**src/rtl/audio_jitter_ring_buffer_core_defines.svh**
```systemverilog
// ----------------------------------------------------------------------------
// Assertion macros for the audio jitter ring buffer
// Shared concurrent checks, reset disables them.
// ----------------------------------------------------------------------------
`ifndef AUDIO_JITTER_RING_BUFFER_CORE_DEFINES_SVH
`define AUDIO_JITTER_RING_BUFFER_CORE_DEFINES_SVH

// expression holds at every edge out of reset
`define AJRB_ASSERT_ALWAYS(label, clk_s, rst_s, expr, msg) \
  label: assert property (@(posedge clk_s) disable iff (rst_s) (expr)) else $error(msg);

// same-cycle implication
`define AJRB_ASSERT_IMPLY(label, clk_s, rst_s, ante, cons, msg) \
  label: assert property (@(posedge clk_s) disable iff (rst_s) (ante) |-> (cons)) \
    else $error(msg);

// next-cycle implication
`define AJRB_ASSERT_NEXT(label, clk_s, rst_s, ante, cons, msg) \
  label: assert property (@(posedge clk_s) disable iff (rst_s) (ante) |=> (cons)) \
    else $error(msg);

`endif

```
**src/rtl/ajrb_pkg.sv**
```systemverilog
// ----------------------------------------------------------------------------
// ajrb_pkg
// Constants, types and tables shared by the ring buffer modules.
// ----------------------------------------------------------------------------
`timescale 1ns / 1ps
`default_nettype none

package ajrb_pkg;

  localparam int STORE_BYTES     = 16384;
  localparam int ADDR_W          = $clog2(STORE_BYTES);
  localparam int FILL_W          = ADDR_W + 1;
  localparam int MAX_PULL_FRAMES = 64;
  localparam int MAX_FRAME_BYTES = 8;
  localparam int PULL_W          = 7;
  localparam int FB_W            = 4;
  localparam int LANE_W          = 3;
  localparam int NEED_W          = PULL_W + FB_W;
  localparam int FRAMES_W        = 15;
  localparam int CNT_W           = 32;
  localparam int WORD_W          = 64;
  localparam int DIV_STEPS       = FILL_W;
  localparam int DIVC_W          = $clog2(DIV_STEPS);

  localparam int CH_W  = 2;
  localparam int SB_W  = 3;
  localparam int CAP_W = 13;

  localparam int APB_ADDR_W = 4;
  localparam int APB_DATA_W = 32;
  localparam int S_TDATA_W  = 16;
  localparam int M_TDATA_W  = 112;

  localparam logic [1:0] REG_CHANNELS = 2'd0;
  localparam logic [1:0] REG_SAMPLE   = 2'd1;
  localparam logic [1:0] REG_CAPACITY = 2'd2;

  localparam logic [CH_W-1:0]  CHANNELS_RESET = CH_W'(2);
  localparam logic [SB_W-1:0]  SAMPLE_RESET   = SB_W'(2);
  localparam logic [CAP_W-1:0] CAPACITY_RESET = CAP_W'(2400);

  localparam logic CMD_PUSH = 1'b0;
  localparam logic CMD_PULL = 1'b1;

  typedef struct packed {
    logic [FB_W-1:0]   fb;
    logic [FILL_W-1:0] size;
  } ring_cfg_t;

  typedef struct packed {
    logic push_go;
    logic pull_go;
    logic div_step;
    logic rd_issue;
    logic capture;
    logic emit;
  } cmd_t;

  typedef struct packed {
    logic is_pull;
    logic pull_nonzero;
    logic div_done;
    logic byte_last;
    logic frame_last;
    logic out_free;
  } status_t;

  // whole frames of fb bytes that fit the store
  function automatic logic [FILL_W-1:0] fit_frames(input logic [FB_W-1:0] fb);
    logic [FILL_W-1:0] r;
    case (fb)
      4'd1:    r = FILL_W'(STORE_BYTES / 1);
      4'd2:    r = FILL_W'(STORE_BYTES / 2);
      4'd3:    r = FILL_W'(STORE_BYTES / 3);
      4'd4:    r = FILL_W'(STORE_BYTES / 4);
      4'd5:    r = FILL_W'(STORE_BYTES / 5);
      4'd6:    r = FILL_W'(STORE_BYTES / 6);
      4'd7:    r = FILL_W'(STORE_BYTES / 7);
      default: r = FILL_W'(STORE_BYTES / MAX_FRAME_BYTES);
    endcase
    return r;
  endfunction

endpackage

`default_nettype wire

```
**src/rtl/ajrb_ctrl.sv**
```systemverilog
// ----------------------------------------------------------------------------
// ajrb_ctrl
// Sequencer: push, pull setup, frame-count divide, byte reads, frame output.
// ----------------------------------------------------------------------------
`timescale 1ns / 1ps
`default_nettype none

module ajrb_ctrl (
  input  wire logic              clk,
  input  wire logic              rst,
  input  wire logic              s_tvalid,
  output logic                   s_tready,
  input  wire ajrb_pkg::status_t status,
  output ajrb_pkg::cmd_t         cmd
);

  localparam logic [2:0] ST_IDLE = 3'd0;
  localparam logic [2:0] ST_DIV  = 3'd1;
  localparam logic [2:0] ST_BYTE = 3'd2;
  localparam logic [2:0] ST_CAPT = 3'd3;
  localparam logic [2:0] ST_OUT  = 3'd4;

  logic [2:0] state;
  logic [2:0] state_next;

  assign s_tready = (state == ST_IDLE);

  always_comb begin
    cmd        = '0;
    state_next = state;
    case (state)
      ST_IDLE: begin
        if (s_tvalid) begin
          if (!status.is_pull) begin
            cmd.push_go = 1'b1;
          end else if (status.pull_nonzero) begin
            cmd.pull_go = 1'b1;
            state_next  = ST_DIV;
          end
        end
      end
      ST_DIV: begin
        cmd.div_step = 1'b1;
        if (status.div_done) begin
          state_next = ST_BYTE;
        end
      end
      ST_BYTE: begin
        cmd.rd_issue = 1'b1;
        state_next   = ST_CAPT;
      end
      ST_CAPT: begin
        cmd.capture = 1'b1;
        state_next  = status.byte_last ? ST_OUT : ST_BYTE;
      end
      ST_OUT: begin
        if (status.out_free) begin
          cmd.emit   = 1'b1;
          state_next = status.frame_last ? ST_IDLE : ST_BYTE;
        end
      end
      default: state_next = ST_IDLE;
    endcase
  end

  always_ff @(posedge clk) begin
    if (rst) begin
      state <= ST_IDLE;
    end else begin
      state <= state_next;
    end
  end

endmodule

`default_nettype wire

```
**config.mk**
```make
export PLATFORM = sky130hd
export DESIGN_NAME = ajrb_ctrl
export DESIGN_NICKNAME = d
export VERILOG_FILES = /design/src/rtl/audio_jitter_ring_buffer_core_defines.svh /design/src/rtl/ajrb_pkg.sv /design/src/rtl/ajrb_ctrl.sv
export SDC_FILE = /design/constraint.sdc
export NUM_CORES = 1
export LEC_CHECK = 0
export BUFFER_PORTS_ARGS = -buffer_cell sky130_fd_sc_hd__clkbuf_2
export CAP_MARGIN = 20
export CORE_AREA = 3 3 40 42
export CTS_CLUSTER_DIAMETER = 50
export DETAILED_ROUTE_END_ITERATION = 10
export DIE_AREA = 0 0 43 45
export HOLD_SLACK_MARGIN = 0.03
export SLEW_MARGIN = 5
export SYNTH_ARGS = -nofsm -noshare
export SYNTH_HDL_FRONTEND = slang
export SYNTH_SLANG_ARGS = --single-unit
export TNS_END_PERCENT = 50
```
**constraint.sdc**
```tcl
create_clock -name clk -period 1.4 [get_ports clk]
set_input_delay 0.07 -clock clk [delete_from_list [all_inputs] [get_ports clk]]
set_output_delay 0.07 -clock clk [all_outputs]
set_load 0.02 [all_outputs]
```
**Word level (Yosys, flattened, before mapping)**

Index checks and enable logic that the tools add are counted.

- Flip-flop bits (word level): 3
- Input bits: 9
- Output and inout bits: 7
- Word-level logic and storage cells: 30

- Equality and inequality tests: 9
- Mux-type cells: 18
- Reductions and logical operators: 2

Operator list:

| operator | number |
|---|---|
| $mux 3 | 6 |
| $pmux 3 s5 | 1 |
| $mux 1 | 8 |
| $eq 3x2->1 const B | 2 |
| $mux 2 | 3 |
| $ne 2x2->1 const B | 3 |
| $reduce_and 5->1 | 1 |
| $ne 2x1->1 const B | 2 |
| $eq 3x1->1 const B | 1 |
| $eq 3x3->1 const B | 1 |
| $logic_not 3->1 | 1 |

**Longest topological paths before layout**

- Depth in word-level cells: 4
- Gate-level depth with buffers: 4
- Depth with buffers taken out: 4

**Least setup slack after synthesis**

No wires, ideal clock.

- Path kind: reg2out
- Start point: reg state[2]
- End point: out cmd[5] (netlist name)
- Arrival time: 1.297 ns
- Required time: 1.330 ns
- Setup slack: 0.033 ns
- Cell stages (with the launch flop): 3
- Buffers on the path: 0
- Cells stage by stage: dfxtp_1 -> or3_4 -> nor3b_1

RTL lines:

| element | RTL line | source |
|---|---|---|
| from (decl) | ajrb_ctrl.sv:23 | `logic [2:0] state;` |
| from (signal assigned) | ajrb_ctrl.sv:70 | `state <= state_next;` |
| to (decl) | ajrb_ctrl.sv:14 | `output ajrb_pkg::cmd_t cmd` |

==> results.json <==
{
  "crit_path_cell_trace": "or3_4, nor3b_2, buf_4",
  "finalNetCount": 57,
  "cp_data_arrival_time_ns": 1.30,
  "fin_crit_sh_pct": 98.14,
  "regMostFlops": "state",
  "routed_via_density": 4.210,
  "mostFrequentLayoutCells": "clkbuf_2, buf_4, nor2_1, clkbuf_4",
  "top_regs": "state x3",
  "clk_latency_ns": 0.23,
  "coreArea_mm2": 0.001285,
  "relSlewSlack_pct": 80.97,
  "syn_inst": 25,
  "rsz0062_at_grt": "true",
  "start_util_pct": 17.82,
  "cts_root_buf": "clkbuf_4",
  "layout_commonest_cell": "clkbuf_2",
  "ant_nets": 0,
  "synth.top_cell.area_share_pct": 26.23,
  "drive_gt1_share_pct": 72.34,
  "finalHoldViolations": 0,
  "hp-class": "input pin to flop",
  "grt_overflow": 0,
  "max_freq_mhz": 727.8,
  "largest_reg_flops": 3,
  "grt_pass1_vias": 238,
  "ys_warn_count": 0,
  "crit_type": "flop to primary output",
  "antenna_found_initial": 0,
  "end_kind": "primary output",
  "synth_top_family_by_area": "simple AND/OR/NAND/NOR gates",
  "fin_crit_ns": 1.374,
  "critPathBufInv": 1,
  "drt-initial-drc-count": 2,
  "power_w": 0.0003009,
  "yosys_register_bits": 3,
  "dp_hpwl_um": 466.6,
  "crit_fanout": 3,
  "ir_drop_mv": 0.3324,
  "syn_area_per_cell_um2": 9.159,
  "dieArea_mm2": 0.001935,
  "cpPeakStageDelay_ns": 0.40,
  "grt_pass1_wl_um": 931,
  "setup_viol_count_final": 0,
  "dp_slack_ns": 0.1688,
  "htreeDepth": 1,
  "tightestPinTransition_ns": 0.2815,
  "num_vias": 261,
  "fp.dieW_um": 43,
  "power.density_mw_per_mm2": 775.8,
  "ys_types": 19,
  "final.setup_skew_ns": 0.0004620,
  "clkTransAtPathRegs_ns": 0.03,
  "io_buffers": 15,
  "synth_area_um2": 229.0,
  "die_h_um": 45,
  "clock-sinks": 3,
  "place.gp.congestion": 0.6729,
  "r2r_setup_slack_ns": 0.20,
  "synthMuxAreaShare_pct": 0,
  "finalWirelength_um": 610,
  "p_leak_nw": 0.1918,
  "drv_slew": 0,
  "yosysTopAreaCell": "dfxtp_1",
  "first_pass_iters": 4,
  "syn2layout_area_growth_pct": 69.40,
  "crit_required_ns": 1.33,
  "fin_ws_ns": 0.02600,
  "numCtsBuffers": 3,
  "synthAdderAreaFrac_pct": 0,
  "drc": 0,
  "synth-simple-area-share_pct": 52.46,
  "seq_area_frac_synth_pct": 26.23,
  "io_pins": 16,
  "synth_compound_area_share_pct": 19.13,
  "critPathTopFamily": "simple AND/OR/NAND/NOR gates",
  "grt_max_degree": 10,
  "syn_nets": 34,
  "std_cell_rows": 13,
  "slowest_stage": "or3_4",
  "wl_per_cell_um": 9.839,
  "cts_buffer_depth": 2,
  "gr-usage-all-layers_pct": 6.739,
  "antenna_cells": 0,
  "synth_xor_area_share_pct": 0,
  "max_cap_violations": 0,
  "cts_tree": "built",
  "synth.area.top_cells": "dfxtp_1, and2b_2, a2111oi_2",
  "critPathLaunchType": "flop",
  "outcome": "completed"
}
-- kinds of logic (layout without fill, tap and decap cells) --
logic type / Yosys count / in the layout
buffers and inverters: 1 / 23
flip-flops: 3 / 3
AO/OA/AOI/OAI: 4 / 4
AND/OR/NAND/NOR: 17 / 17
-- final cells by class --
type / count / area, µm²
clock buffers: 4 / 26.28
fillers: 152 / 897.1
inverters: 1 / 5.005
multi-input cells: 21 / 168.9
flip-flops and latches: 3 / 68.82
well taps: 15 / 18.77
repair buffers: 18 / 100.1
-- cells in the mapped netlist --
master	number
and3_1	1
nor4b_1	1
nor2b_1	1
and2_2	1
nor2_1	3
clkinv_2	1
nor3b_1	2
and3_2	1
and4b_2	1
and2b_1	1
o21a_1	1
a2111oi_2	1
a221oi_2	1
dfxtp_1	3
or3_4	1
nand3_1	1
nor3_1	1
a31oi_1	1
and2b_2	2
-- final timing paths --
kind	endpoint	startpoint	cells past startpoint
worst max-delay path	cmd[5]	state[2]$_SDFFE_PP0P_	3
worst min-delay path	state[0]$_SDFFE_PP0P_	rst	2
worst max register to register	state[2]$_SDFFE_PP0P_	state[2]$_SDFFE_PP0P_	4
worst min register to register	state[0]$_SDFFE_PP0P_	state[2]$_SDFFE_PP0P_	2
-- power breakdown --
| group | switching [W] | internal (W) |
|---|---|---|
| sequential | 0.00000233 | 0.0000862 |
| clock | 0.0000386 | 0.000106 |
| combinational | 0.0000352 | 0.0000322 |
| total | 0.0000761 | 0.000225 |
-- timing repair --
action	in CTS	in global routing
resized for setup	5	3
hold buffers	0	0
setup buffers	0	3
setup endpoints to repair	1	2
pin swaps	2	2
-- per-layer routing --
layer	wire length, µm	track usage (%)	up-vias
li1	-	-	140
met1	261	7.452	110
met2	284	10.18	11
met3	65	1.594	0
met4	0	7.229	0
met5	0	0	-
-- worst reg2reg max path, cell delays in order, from the launching register on --
cell,delay [ns]
dfxtp_4,0.34
buf_4,0.12
and2b_2,0.24
a31oi_1,0.16
and2b_2,0.22
-- metrics by stage --
| step | hold WS [ns] | TNS, ns | utilization (%) | cells | area, µm² |
|---|---|---|---|---|---|
| 2_1_floorplan | 0.1460 | 0 | - | 25 | 229.0 |
| 3_3_place_gp | 0.2859 | 0 | 25.12 | 55 | 322.8 |
| 3_5_place_dp | 0.2878 | 0 | 25.12 | 55 | 322.8 |
| 4_1_cts | 0.03594 | 0 | 28.14 | 59 | 361.6 |
| 5_1_grt | 0.03232 | -0.06041 | 30.19 | 62 | 387.9 |
| 6_report | 0.03840 | 0 | 30.19 | 62 | 387.9 |
Power figures use the tool's default switching activity.
