[config.mk]
export PLATFORM = sky130hd
export DESIGN_NAME = ajrb_regs
export DESIGN_NICKNAME = d
export VERILOG_FILES = /design/src/rtl/audio_jitter_ring_buffer_core_defines.svh /design/src/rtl/ajrb_pkg.sv /design/src/rtl/ajrb_regs.sv
export SDC_FILE = /design/constraint.sdc
export NUM_CORES = 1
export LEC_CHECK = 0
export BUFFER_PORTS_ARGS = -buffer_cell sky130_fd_sc_hd__buf_4
export CORE_MARGIN = 4
export CORE_UTILIZATION = 48
export DETAILED_ROUTE_END_ITERATION = 12
export PLACE_DENSITY = 0.83
export SLEW_MARGIN = 10
export SYNTH_ARGS = -nofsm -noshare
export SYNTH_HDL_FRONTEND = slang
export SYNTH_SLANG_ARGS = --single-unit
export TNS_END_PERCENT = 20
[constraint.sdc]
create_clock -name clk -period 7.1 [get_ports clk]
set_clock_uncertainty 0.2 [all_clocks]
set_input_delay 0.71 -clock clk [delete_from_list [all_inputs] [get_ports clk]]
set_output_delay 0.71 -clock clk [all_outputs]
set_load 0.01 [all_outputs]
[src/rtl/audio_jitter_ring_buffer_core_defines.svh]
// ----------------------------------------------------------------------------
// Assertion macros for the audio jitter ring buffer
// Shared concurrent checks, reset disables them.
// ----------------------------------------------------------------------------
`ifndef AUDIO_JITTER_RING_BUFFER_CORE_DEFINES_SVH
`define AUDIO_JITTER_RING_BUFFER_CORE_DEFINES_SVH

// expression holds at every edge out of reset
`define AJRB_ASSERT_ALWAYS(label, clk_s, rst_s, expr, msg) \
  label: assert property (@(posedge clk_s) disable iff (rst_s) (expr)) else $error(msg);

// same-cycle implication
`define AJRB_ASSERT_IMPLY(label, clk_s, rst_s, ante, cons, msg) \
  label: assert property (@(posedge clk_s) disable iff (rst_s) (ante) |-> (cons)) \
    else $error(msg);

// next-cycle implication
`define AJRB_ASSERT_NEXT(label, clk_s, rst_s, ante, cons, msg) \
  label: assert property (@(posedge clk_s) disable iff (rst_s) (ante) |=> (cons)) \
    else $error(msg);

`endif

[src/rtl/ajrb_pkg.sv]
// ----------------------------------------------------------------------------
// ajrb_pkg
// Constants, types and tables shared by the ring buffer modules.
// ----------------------------------------------------------------------------
`timescale 1ns / 1ps
`default_nettype none

package ajrb_pkg;

  localparam int STORE_BYTES     = 16384;
  localparam int ADDR_W          = $clog2(STORE_BYTES);
  localparam int FILL_W          = ADDR_W + 1;
  localparam int MAX_PULL_FRAMES = 64;
  localparam int MAX_FRAME_BYTES = 8;
  localparam int PULL_W          = 7;
  localparam int FB_W            = 4;
  localparam int LANE_W          = 3;
  localparam int NEED_W          = PULL_W + FB_W;
  localparam int FRAMES_W        = 15;
  localparam int CNT_W           = 32;
  localparam int WORD_W          = 64;
  localparam int DIV_STEPS       = FILL_W;
  localparam int DIVC_W          = $clog2(DIV_STEPS);

  localparam int CH_W  = 2;
  localparam int SB_W  = 3;
  localparam int CAP_W = 13;

  localparam int APB_ADDR_W = 4;
  localparam int APB_DATA_W = 32;
  localparam int S_TDATA_W  = 16;
  localparam int M_TDATA_W  = 112;

  localparam logic [1:0] REG_CHANNELS = 2'd0;
  localparam logic [1:0] REG_SAMPLE   = 2'd1;
  localparam logic [1:0] REG_CAPACITY = 2'd2;

  localparam logic [CH_W-1:0]  CHANNELS_RESET = CH_W'(2);
  localparam logic [SB_W-1:0]  SAMPLE_RESET   = SB_W'(2);
  localparam logic [CAP_W-1:0] CAPACITY_RESET = CAP_W'(2400);

  localparam logic CMD_PUSH = 1'b0;
  localparam logic CMD_PULL = 1'b1;

  typedef struct packed {
    logic [FB_W-1:0]   fb;
    logic [FILL_W-1:0] size;
  } ring_cfg_t;

  typedef struct packed {
    logic push_go;
    logic pull_go;
    logic div_step;
    logic rd_issue;
    logic capture;
    logic emit;
  } cmd_t;

  typedef struct packed {
    logic is_pull;
    logic pull_nonzero;
    logic div_done;
    logic byte_last;
    logic frame_last;
    logic out_free;
  } status_t;

  // whole frames of fb bytes that fit the store
  function automatic logic [FILL_W-1:0] fit_frames(input logic [FB_W-1:0] fb);
    logic [FILL_W-1:0] r;
    case (fb)
      4'd1:    r = FILL_W'(STORE_BYTES / 1);
      4'd2:    r = FILL_W'(STORE_BYTES / 2);
      4'd3:    r = FILL_W'(STORE_BYTES / 3);
      4'd4:    r = FILL_W'(STORE_BYTES / 4);
      4'd5:    r = FILL_W'(STORE_BYTES / 5);
      4'd6:    r = FILL_W'(STORE_BYTES / 6);
      4'd7:    r = FILL_W'(STORE_BYTES / 7);
      default: r = FILL_W'(STORE_BYTES / MAX_FRAME_BYTES);
    endcase
    return r;
  endfunction

endpackage

`default_nettype wire

[src/rtl/ajrb_regs.sv]
// ----------------------------------------------------------------------------
// ajrb_regs
// APB register file; derives frame size and ring size from the registers.
// ----------------------------------------------------------------------------
`timescale 1ns / 1ps
`default_nettype none

module ajrb_regs (
  input  wire logic                               clk,
  input  wire logic                               rst,
  input  wire logic                               psel,
  input  wire logic                               penable,
  input  wire logic                               pwrite,
  input  wire logic [ajrb_pkg::APB_ADDR_W-1:0]    paddr,
  input  wire logic [ajrb_pkg::APB_DATA_W-1:0]    pwdata,
  output logic      [ajrb_pkg::APB_DATA_W-1:0]    prdata,
  output logic                                    flush,
  output ajrb_pkg::ring_cfg_t                     ring_cfg
);

  logic [ajrb_pkg::CH_W-1:0]   channels;
  logic [ajrb_pkg::SB_W-1:0]   sample;
  logic [ajrb_pkg::CAP_W-1:0]  capacity;
  logic                        wr;
  logic [1:0]                  idx;
  logic [ajrb_pkg::CH_W-1:0]   ch;
  logic [ajrb_pkg::SB_W-1:0]   sb;
  logic [ajrb_pkg::FB_W-1:0]   prod;
  logic [ajrb_pkg::FB_W-1:0]   fb;
  logic [ajrb_pkg::FILL_W-1:0] frames;
  logic [ajrb_pkg::FILL_W-1:0] fit;
  logic [ajrb_pkg::FILL_W-1:0] frames_c;

  assign wr  = psel & penable & pwrite;
  assign idx = paddr[3:2];

  always_comb begin
    flush = 1'b0;
    if (wr) begin
      case (idx)
        ajrb_pkg::REG_CHANNELS: flush = 1'b1;
        ajrb_pkg::REG_SAMPLE:   flush = 1'b1;
        ajrb_pkg::REG_CAPACITY: flush = 1'b1;
        default:                flush = 1'b0;
      endcase
    end
  end

  always_ff @(posedge clk) begin
    if (rst) begin
      channels <= ajrb_pkg::CHANNELS_RESET;
      sample   <= ajrb_pkg::SAMPLE_RESET;
      capacity <= ajrb_pkg::CAPACITY_RESET;
    end else if (wr) begin
      case (idx)
        ajrb_pkg::REG_CHANNELS: channels <= pwdata[ajrb_pkg::CH_W-1:0];
        ajrb_pkg::REG_SAMPLE:   sample   <= pwdata[ajrb_pkg::SB_W-1:0];
        ajrb_pkg::REG_CAPACITY: capacity <= pwdata[ajrb_pkg::CAP_W-1:0];
        default: ;
      endcase
    end
  end

  always_comb begin
    case (idx)
      ajrb_pkg::REG_CHANNELS:
        prdata = {{(ajrb_pkg::APB_DATA_W-ajrb_pkg::CH_W){1'b0}}, channels};
      ajrb_pkg::REG_SAMPLE:
        prdata = {{(ajrb_pkg::APB_DATA_W-ajrb_pkg::SB_W){1'b0}}, sample};
      ajrb_pkg::REG_CAPACITY:
        prdata = {{(ajrb_pkg::APB_DATA_W-ajrb_pkg::CAP_W){1'b0}}, capacity};
      default:
        prdata = '0;
    endcase
  end

  // clamp fields, frame size, ring size
  always_comb begin
    ch = (channels == '0) ? ajrb_pkg::CH_W'(1) :
         ((channels > ajrb_pkg::CH_W'(2)) ? ajrb_pkg::CH_W'(2) : channels);
    sb = (sample == '0) ? ajrb_pkg::SB_W'(1) :
         ((sample > ajrb_pkg::SB_W'(4)) ? ajrb_pkg::SB_W'(4) : sample);
    prod = {{(ajrb_pkg::FB_W-ajrb_pkg::CH_W){1'b0}}, ch} *
           {{(ajrb_pkg::FB_W-ajrb_pkg::SB_W){1'b0}}, sb};
    fb = (prod > ajrb_pkg::FB_W'(ajrb_pkg::MAX_FRAME_BYTES)) ?
         ajrb_pkg::FB_W'(ajrb_pkg::MAX_FRAME_BYTES) : prod;
    frames = (capacity == '0) ? ajrb_pkg::FILL_W'(1) :
             {{(ajrb_pkg::FILL_W-ajrb_pkg::CAP_W){1'b0}}, capacity};
    fit = ajrb_pkg::fit_frames(fb);
    frames_c = (frames > fit) ? fit : frames;
  end

  assign ring_cfg.fb   = fb;
  assign ring_cfg.size = ajrb_pkg::FILL_W'(frames_c *
                         {{(ajrb_pkg::FILL_W-ajrb_pkg::FB_W){1'b0}}, fb});

endmodule

`default_nettype wire

# == After elaboration in Yosys (flattened, before gate mapping) ==
# Cells that the tools add are included.
# totals
ff_bits,18
elab_cells,39
# op_classes
n_mul,2
order_cmp,4
eq_ne,9
mux,11
n_bitwise,2
n_reduce_logical,8
# op_table
op,count
$pmux 15 s7,1
$pmux 13 s3,1
$eq 4x3->1 const B,4
$gt 13x15->1,1
$mul 15x4->15,1
$mux 15,1
$logic_not 13->1,1
$mux 13,1
$eq 4x2->1 const B,2
$mux 3,2
$reduce_and 2->1,3
$eq 4x1->1 const B,1
$gt 4x4->1 const B,1
$logic_not 2->1,2
$mul 2x3->4,1
$mux 2,2
$mux 4,1
$gt 3x3->1 const B,1
$logic_not 3->1,1
$reduce_or 3->1,1
$and 1x1->1,2
$eq 2x1->1 const B,1
$eq 2x2->1 const B,1
$gt 2x2->1 const B,1
$mux 1,2

# == Logic depth before layout (Yosys ltp) ==
# Gate-level depths: netlist of run 1.
# logic_depth
word_depth,11
ltp_mapped,34
depth_no_buf,30

# == Worst setup path after synthesis of run 1 ==
# OpenSTA, ideal clock, no wires.
# synth_path
kind,register to output
from,register channels[1] (netlist name)
to,output port ring_cfg[14] (netlist name)
t_arrival_ns,6.905
setup_slack_ns,-0.715
stages_incl_launch_ff,33
n_path_buf,5
cell_sequence,dfxtp_1 > buf_2 > inv_1 > and3_1 > ha_1 > fa_1 > or4_1 > buf_2 > inv_2 > buf_2 > o21ai_0 > ha_1 > a21oi_1 > a211oi_1 > a2111oi_1 > a31oi_4 > o21ai_4 > buf_6 > buf_6 > mux2i_1 > nor2_1 > fa_1 > inv_1 > fa_1 > inv_1 > ha_1 > o21a_1 > o31a_1 > o211ai_1 > nand2_1 > a41o_1 > a21oi_1 > xnor3_1
# synth_rtl
element,line_no,source
start: declaration,ajrb_regs.sv:21,logic [ajrb_pkg::CH_W-1:0] channels;
start signal: assignment,ajrb_regs.sv:51,channels <= ajrb_pkg::CHANNELS_RESET;
start signal: assignment,ajrb_regs.sv:56,ajrb_pkg::REG_CHANNELS: channels <= pwdata[ajrb_pkg::CH_W-1:0];
end: declaration,ajrb_regs.sv:18,output ajrb_pkg::ring_cfg_t ring_cfg

==> metrics, run 1 <==
fin crit share=1.07; area occupied by multi-input gates=2660 sq um; GP Congestion=0.903; Vias per Instance=5.31; synth warn=0; dpl ws=-0.577 ns; first-pass GRT wire length=14.2 mm; Placed Instances=571; I/O Buffers=52; Syn Std Cell Area=3130 sq um; Slew headroom=0.506; initial cell density of the core=0.493; maximum VDD drop=0.134 mV; post-route ant nets=0; CTS buffer count=3; # fillers=478; count of final setup violators=8; Seq cells post-synth=18; die area=7880 sq um; Worst R2R Setup Slack=5.67 ns; Root Buffer=clkbuf_8; Required @ worst endpoint=6.19 ns; grt total ovfl=0; Syn-to-layout area delta=37.7%; Initial DRC Count=192; ratio of cells with drive above 1 in the final layout=0.369; Yosys cell types=48; final WL=8.61 mm; DRC Markers=0; Die Y=88.8 um; status=complete, but fails checks; Post-synth EDFFs=0; Worst EP arrival=6.72 ns; Fmax=131 MHz; CTS tree=done; failing checks=setup timing; Final Hold Viols=0; Site Rows=29; post-synthesis sequential area ratio=0.115; pwr dens=86.5 nW/um^2; Post-synth top flop=dfxtp_1; drt pass-1 iters=4; largest net degree at the start of global routing=19; Worst Slack Setup Final=-0.528 ns; worst skew pair latency=0.26 ns; Via Count=3111; Pwr Total=0.373 mW; startpoint types=flop; Worst-Margin Slew=0.740 ns; static leakage=2.15 nW; Final Max Slew Viols=0; # IOs=93; Final Core Density=0.679; FF/Latch Area=364 sq um; crit path max fanout=5; max-cap violations=0; initial antenna violation count=0; chip width=88.8 um; critical path type=reg -> out; Core Area=6350 sq um; Worst-path clk slew=0.07 ns; RSZ-0062 raised after global routing=yes; vias in the first global route=3207; Non-Filler Instances=586; Avg Cell Area, Syn=7.62 sq um; Post-layout nets=604; H-tree depth=1; Tmin final=7.63 ns; Post-synth ARST share=0; All-Layer GR Usage=0.222; Critical Path Sink Type=output port; ANT cells=0; clk buf depth=2; routed length per instance=14.7 um; final HPWL from detailed placement=6.62 mm; Cells after Synth=411; Hold Path Class=reg -> reg; clk sink count=18
-- worst max-delay path, stage by stage (launching register included) --
cell     delay (ns)
dfxtp_2        0.35
nor2b_4        0.17
nor3_4         0.06
ha_4           0.16
fa_2           0.38
or4_4          0.47
or3_4          0.39
ha_1           0.31
nand4_1        0.14
or4_4          0.56
o21ai_4        0.09
a31oi_4        0.06
o21ai_4        0.15
buf_6          0.16
mux2_2         0.34
and2_1         0.19
fa_1           0.50
inv_1          0.05
fa_1           0.52
inv_1          0.04
ha_1           0.20
a21o_1         0.20
o31a_1         0.25
a41o_1         0.23
a21oi_2        0.13
xnor3_1        0.23
buf_6          0.13
-- final cells by class --
type | count | share of cell area
well taps | 77 | 0.0223
inverters | 44 | 0.0395
repair buffers | 125 | 0.224
clock buffers | 4 | 0.0128
flip-flops and latches | 18 | 0.0844
multi-input cells | 318 | 0.617
-- kinds of logic (layout without fill, tap and decap cells) --
logic type	after synthesis	after routing	share of synthesized area
compound gates	68	68	0.139
xor+xnor	16	16	0.0491
fa+ha+maj	53	53	0.269
buf+inv	93	173	0.141
flops	18	18	0.115
mux	16	16	0.0527
other cells	2	20	0.00240
simple gates	145	145	0.232
-- flip-flops by register name (all words and copies together) (netlist names) --
signal / cells
sample: 3
capacity: 13
channels: 2
-- cells in the mapped netlist, types with 3 or more instances --
| cell type | n | area (sq um) |
|---|---|---|
| mux2i_1 | 12 | 120 |
| nand4_1 | 5 | 31.3 |
| clkbuf_1 | 23 | 86.3 |
| inv_1 | 43 | 161 |
| nand2_1 | 50 | 188 |
| nand2b_1 | 4 | 25.0 |
| o21bai_1 | 3 | 22.5 |
| buf_2 | 4 | 20.0 |
| nand3b_1 | 6 | 45.0 |
| fa_1 | 24 | 480 |
| or3_1 | 3 | 18.8 |
| xnor2_1 | 13 | 114 |
| mux2_2 | 4 | 45.0 |
| nor2b_1 | 5 | 31.3 |
| nand3_1 | 6 | 30.0 |
| dfxtp_1 | 18 | 360 |
| o21a_1 | 3 | 22.5 |
| and2_1 | 15 | 93.8 |
| and3_1 | 14 | 87.6 |
| o21ai_0 | 11 | 55.1 |
| buf_4 | 19 | 143 |
| a21o_1 | 5 | 37.5 |
| nor2_1 | 24 | 90.1 |
| or2_2 | 3 | 18.8 |
| a21oi_1 | 32 | 160 |
| nor4_1 | 3 | 18.8 |
| ha_1 | 29 | 363 |
-- per-layer routing --
metal,track usage,wire length (um)
met2,0.397,4410
met1,0.283,3610
met5,0,0
met3,0.0205,469
met4,0.0618,123
-- through the flow --
| stage | setup TNS, ns | area (sq um) | hold WS, ns |
|---|---|---|---|
| after floorplan | -0.804 | 3320 | 0.249 |
| after global placement | -1.97 | 4000 | 0.274 |
| after global routing | -5.00 | 4310 | 0.330 |
| after CTS | -3.24 | 4160 | 0.290 |
| final | -2.98 | 4310 | 0.295 |
| after detailed placement | -3.24 | 4000 | 0.281 |
-- repair_timing --
item / in CTS / in global routing
pin swaps: 13 / 17
setup buffers: 5 / 6
endpoints found under the setup margin: 11 / 11
gates resized for setup: 19 / 22
hold buffers: 0 / 0
-- layout by cell type (no fill, tap or decap), drive strengths merged, types with 4 or more instances in the layout --
cell / count
nand2: 50
ha: 29
and3: 14
a21oi: 33
mux2: 4
nand3: 6
fa: 24
dfxtp: 18
conb: 20
nor2: 24
buf: 125
inv: 44
nand2b: 4
nand3b: 6
o21ai: 12
nand4: 5
and2: 15
mux2i: 12
nor2b: 5
or2: 5
clkbuf: 4
xnor2: 13
a21o: 5
-- worst paths after layout --
check                                start                       end  depth (start not counted)
setup reg to reg    sample[1]$_SDFFE_PP1P_    sample[1]$_SDFFE_PP1P_                          5
hold reg to reg   capacity[0]$_SDFFE_PP0P_  capacity[0]$_SDFFE_PP0P_                          2
hold / removal    capacity[0]$_SDFFE_PP0P_  capacity[0]$_SDFFE_PP0P_                          2
setup / recovery    sample[1]$_SDFFE_PP1P_              ring_cfg[14]                         26
-- report_power, final --
part,switching (mW),internal [mW]
Combinational,0.0895,0.0933
Clock,0.0355,0.0494
Sequential,0.00270,0.103
Total,0.128,0.245
(Power assumes the default switching activity.)
==> run 2: changes to the inputs <==
--- a/config.mk
+++ b/config.mk
@@ -5,11 +5,12 @@
 export SDC_FILE = /design/constraint.sdc
 export NUM_CORES = 1
 export LEC_CHECK = 0
+export ABC_AREA = 1
 export BUFFER_PORTS_ARGS = -buffer_cell sky130_fd_sc_hd__buf_4
 export CORE_MARGIN = 4
-export CORE_UTILIZATION = 48
+export CORE_UTILIZATION = 35
 export DETAILED_ROUTE_END_ITERATION = 12
-export PLACE_DENSITY = 0.83
+export PLACE_DENSITY = 0.65
 export SLEW_MARGIN = 10
 export SYNTH_ARGS = -nofsm -noshare
 export SYNTH_HDL_FRONTEND = slang
==> run 2 against run 1 <==
Net effect: the flow still finishes with violations (setup timing); combinational power rose to 2.5 times the previous value; sequential share of layout area fell by 0.73 points; synthesized area decreased by 1.0%; worst hold slack got worse by 0.0057 ns; via count rose by 6.7%; cell count increased by 20%; clock power down 1%; critical path type unchanged.
==> metrics, run 2 <==
status=complete, but fails checks; failing checks=setup timing; maximum VDD drop=0.114 mV (-15%); static leakage=2.35 nW (+9.4%); ratio of cells with drive above 1 in the final layout=0.444 (+0.0743); vias in the first global route=3366 (+5.0%); Hold Path Class=reg -> reg; Seq cells post-synth=18 (unchanged); Avg Cell Area, Syn=6.75 sq um (-11%); H-tree depth=1 (unchanged); Cells after Synth=459 (+12%); grt total ovfl=0 (unchanged); Post-synth ARST share=0 (unchanged); Final Max Slew Viols=0 (unchanged); CTS buffer count=3 (unchanged); final HPWL from detailed placement=6.91 mm (+4.5%); most common cell in the synthesized netlist=inv_1; Syn-to-layout area delta=53.9%; # fillers=802 (+68%); pwr dens=137 nW/um^2 (+58%); clk buf depth=2 (unchanged); GP Congestion=0.875 (-3.1%); crit-path max cell delay=0.62 ns (+0.06 ns); clk sink count=18 (unchanged); Core Area=8680 sq um (+37%); Root Buffer=clkbuf_8; dpl ws=-0.343 ns (+0.235 ns); Required @ worst endpoint=6.19 ns (about the same); Site Rows=34 (+17%); critical path type=reg -> out; RR Startpoint=capacity[9]$_SDFFE_PP0P_; hold path startpoint=channels[0]$_SDFFE_PP0P_; first-pass GRT wire length=15.4 mm (+8.9%); reg2reg path depth=2 (-3); initial antenna violation count=0 (unchanged); Slew headroom=0.560 (+0.0545); final WL=9.03 mm (+4.8%); CP most frequent cell=nand2_1; # hold bufs at CTS=0 (unchanged); fin crit share=1.03 (-0.0444); post-synthesis sequential area ratio=0.116 (+0.00121); startpoint types=flop; ANT cells=0 (unchanged); WHS Path Cells=2 (unchanged); Post-synth top flop=dfxtp_1; Tmin final=7.31 ns (-0.315 ns); commonest non-fill, non-tap cell in the layout=buf_4; die area=10400 sq um (+32%); Cell Area, Placed=4030 sq um (+0.81%); I/O Buffers=52 (unchanged); CP startpoint=sample[0]$_SDFFE_PP0P_; CTS tree=done; setup TNS=-0.679 ns (+2.30 ns); Worst R2R Setup Slack=6.02 ns (+0.35 ns); Syn Std Cell Area=3100 sq um (-1.0%); Final Core Density=0.550 (-0.129); hold path endpoint=channels[0]$_SDFFE_PP0P_; Worst-path clk slew=0.07 ns (about the same); slowest CP cell=fa_1; Post-synth EDFFs=0 (unchanged); Post-layout nets=690 (+14%); chip width=102 um (+15%); DRC Markers=0 (unchanged); Pwr Total=0.652 mW (+75%); largest net degree at the start of global routing=19 (unchanged); most frequent cells in the layout=buf_4, inv_1, nor2_1; count of final setup violators=6 (-2); initial cell density of the core=0.357 (-0.136); Yosys cell types=35 (-27%); top cells by count, synth=inv_1, nor2_1, nand2_1; max reg flops=13 (unchanged); worst skew pair latency=0.25 ns (about the same); Largest Register=capacity; RSZ-0062 raised after global routing=yes; Worst-Margin Slew=0.657 ns (-0.0827 ns); crit path max fanout=5 (unchanged); share of the synthesized area in the top cell type=0.155 (+0.00161); biggest regs=capacity x13, sample x3, channels x2; final instance area=4770 sq um (+11%); RR Endpoint=capacity[9]$_SDFFE_PP0P_; post-route ant nets=0 (unchanged); Initial DRC Count=122 (-36%); Fmax=137 MHz (+4.3%); Critical Path Sink Type=output port; Die Y=102 um (+15%); leading area contributor after synthesis=fa_1; Vias per Instance=4.72 (-11%); Via Count=3318 (+6.7%); synth warn=0 (unchanged); Final Hold Viols=0 (unchanged); All-Layer GR Usage=0.179 (-0.0430); # IOs=93 (unchanged); drt pass-1 iters=4 (unchanged); max-cap violations=0 (unchanged); Worst EP arrival=6.40 ns (-0.32 ns); Worst Slack Setup Final=-0.213 ns (+0.315 ns); ranking of synthesized cells by area=fa_1, ha_1, dfxtp_1; routed length per instance=12.8 um (-13%)
## run 2: changes by cell type in the layout (fill, tap and decap cells not counted), sizes merged, moves of 6 or more
cell	previous run	this run
inv	44	83
and2	15	0
o211ai	2	8
and3	14	0
nand3	6	20
mux2i	12	0
nor2	24	76
nand2	50	63
o21ai	12	31
buf	125	153
xnor2	13	4
## run 2: metrics by stage
step | std cells | hold slack [ns]
2_1_floorplan | 477 | 0.249
3_3_place_gp | 672 | 0.270
3_5_place_dp | 672 | 0.278
4_1_cts | 698 | 0.294
5_1_grt | 703 | 0.336
6_report | 703 | 0.289
## run 2: worst max path at each step
| stage | end | depth (start not counted) |
|---|---|---|
| floorplan | ring_cfg[13] | 38 |
| global placement | ring_cfg[14] | 31 |
| detailed placement | ring_cfg[14] | 36 |
| CTS | ring_cfg[13] | 38 |
| global route | ring_cfg[13] | 39 |
| finish | ring_cfg[13] | 39 |
## run 2: per-layer routing
metal / vias to the layer above / GRT usage / wire [um]
li1: 1678 / - / -
met1: 1550 / 0.222 / 3830
met2: 78 / 0.337 / 4800
met3: 12 / 0.0177 / 295
met4: 0 / 0.0323 / 104
met5: - / 0 / 0
## run 2: repair_timing
| action | in CTS | in global routing |
|---|---|---|
| buffers inserted | 21 | 5 |
| endpoints found under the setup margin | 9 | 10 |
| cloned | 1 | 0 |
| pin swaps | 62 | 34 |
| hold endpoints to repair | 0 | 0 |
| gates resized for setup | 93 | 25 |
## run 2: cell type report
| cell class | count | area [sq um] | area share |
|---|---|---|---|
| timing repair inverter | 1 | 6.26 | 0.00131 |
| multi-input combinational | 337 | 2720 | 0.570 |
| tap | 108 | 135 | 0.0283 |
| sequential | 18 | 368 | 0.0771 |
| clock buffer | 4 | 55.1 | 0.0115 |
| inverter | 82 | 320 | 0.0671 |
| timing repair buffer | 153 | 1170 | 0.245 |
## run 2: kinds of logic (layout without fill, tap and decap cells)
group                      after synthesis  in the layout  synth area share
DFF                                     18             18             0.116
and+or+nand+nor                        181            181             0.269
buffers and inverters                  122            240             0.174
xor gates and xnor gates                11             11            0.0311
other                                    2             20           0.00242
adders and majority gates               53             53             0.272
AOI/OAI and AO/OA                       72             72             0.136
## run 2: where the power goes
part | switching (mW) | internal (mW)
Clock | 0.0343 | 0.0493
Sequential | 0.00322 | 0.103
Combinational | 0.235 | 0.228
## run 2: critical path: cells and delay by family (launching register included)
kind	cells	cell delay, ns
AO/OA/AOI/OAI	8	1.05
buffers and inverters	6	0.60
AND/OR/NAND/NOR	18	1.76
XOR/XNOR	1	0.13
adder cells (fa/ha/maj)	6	2.27
flip-flops	1	0.32
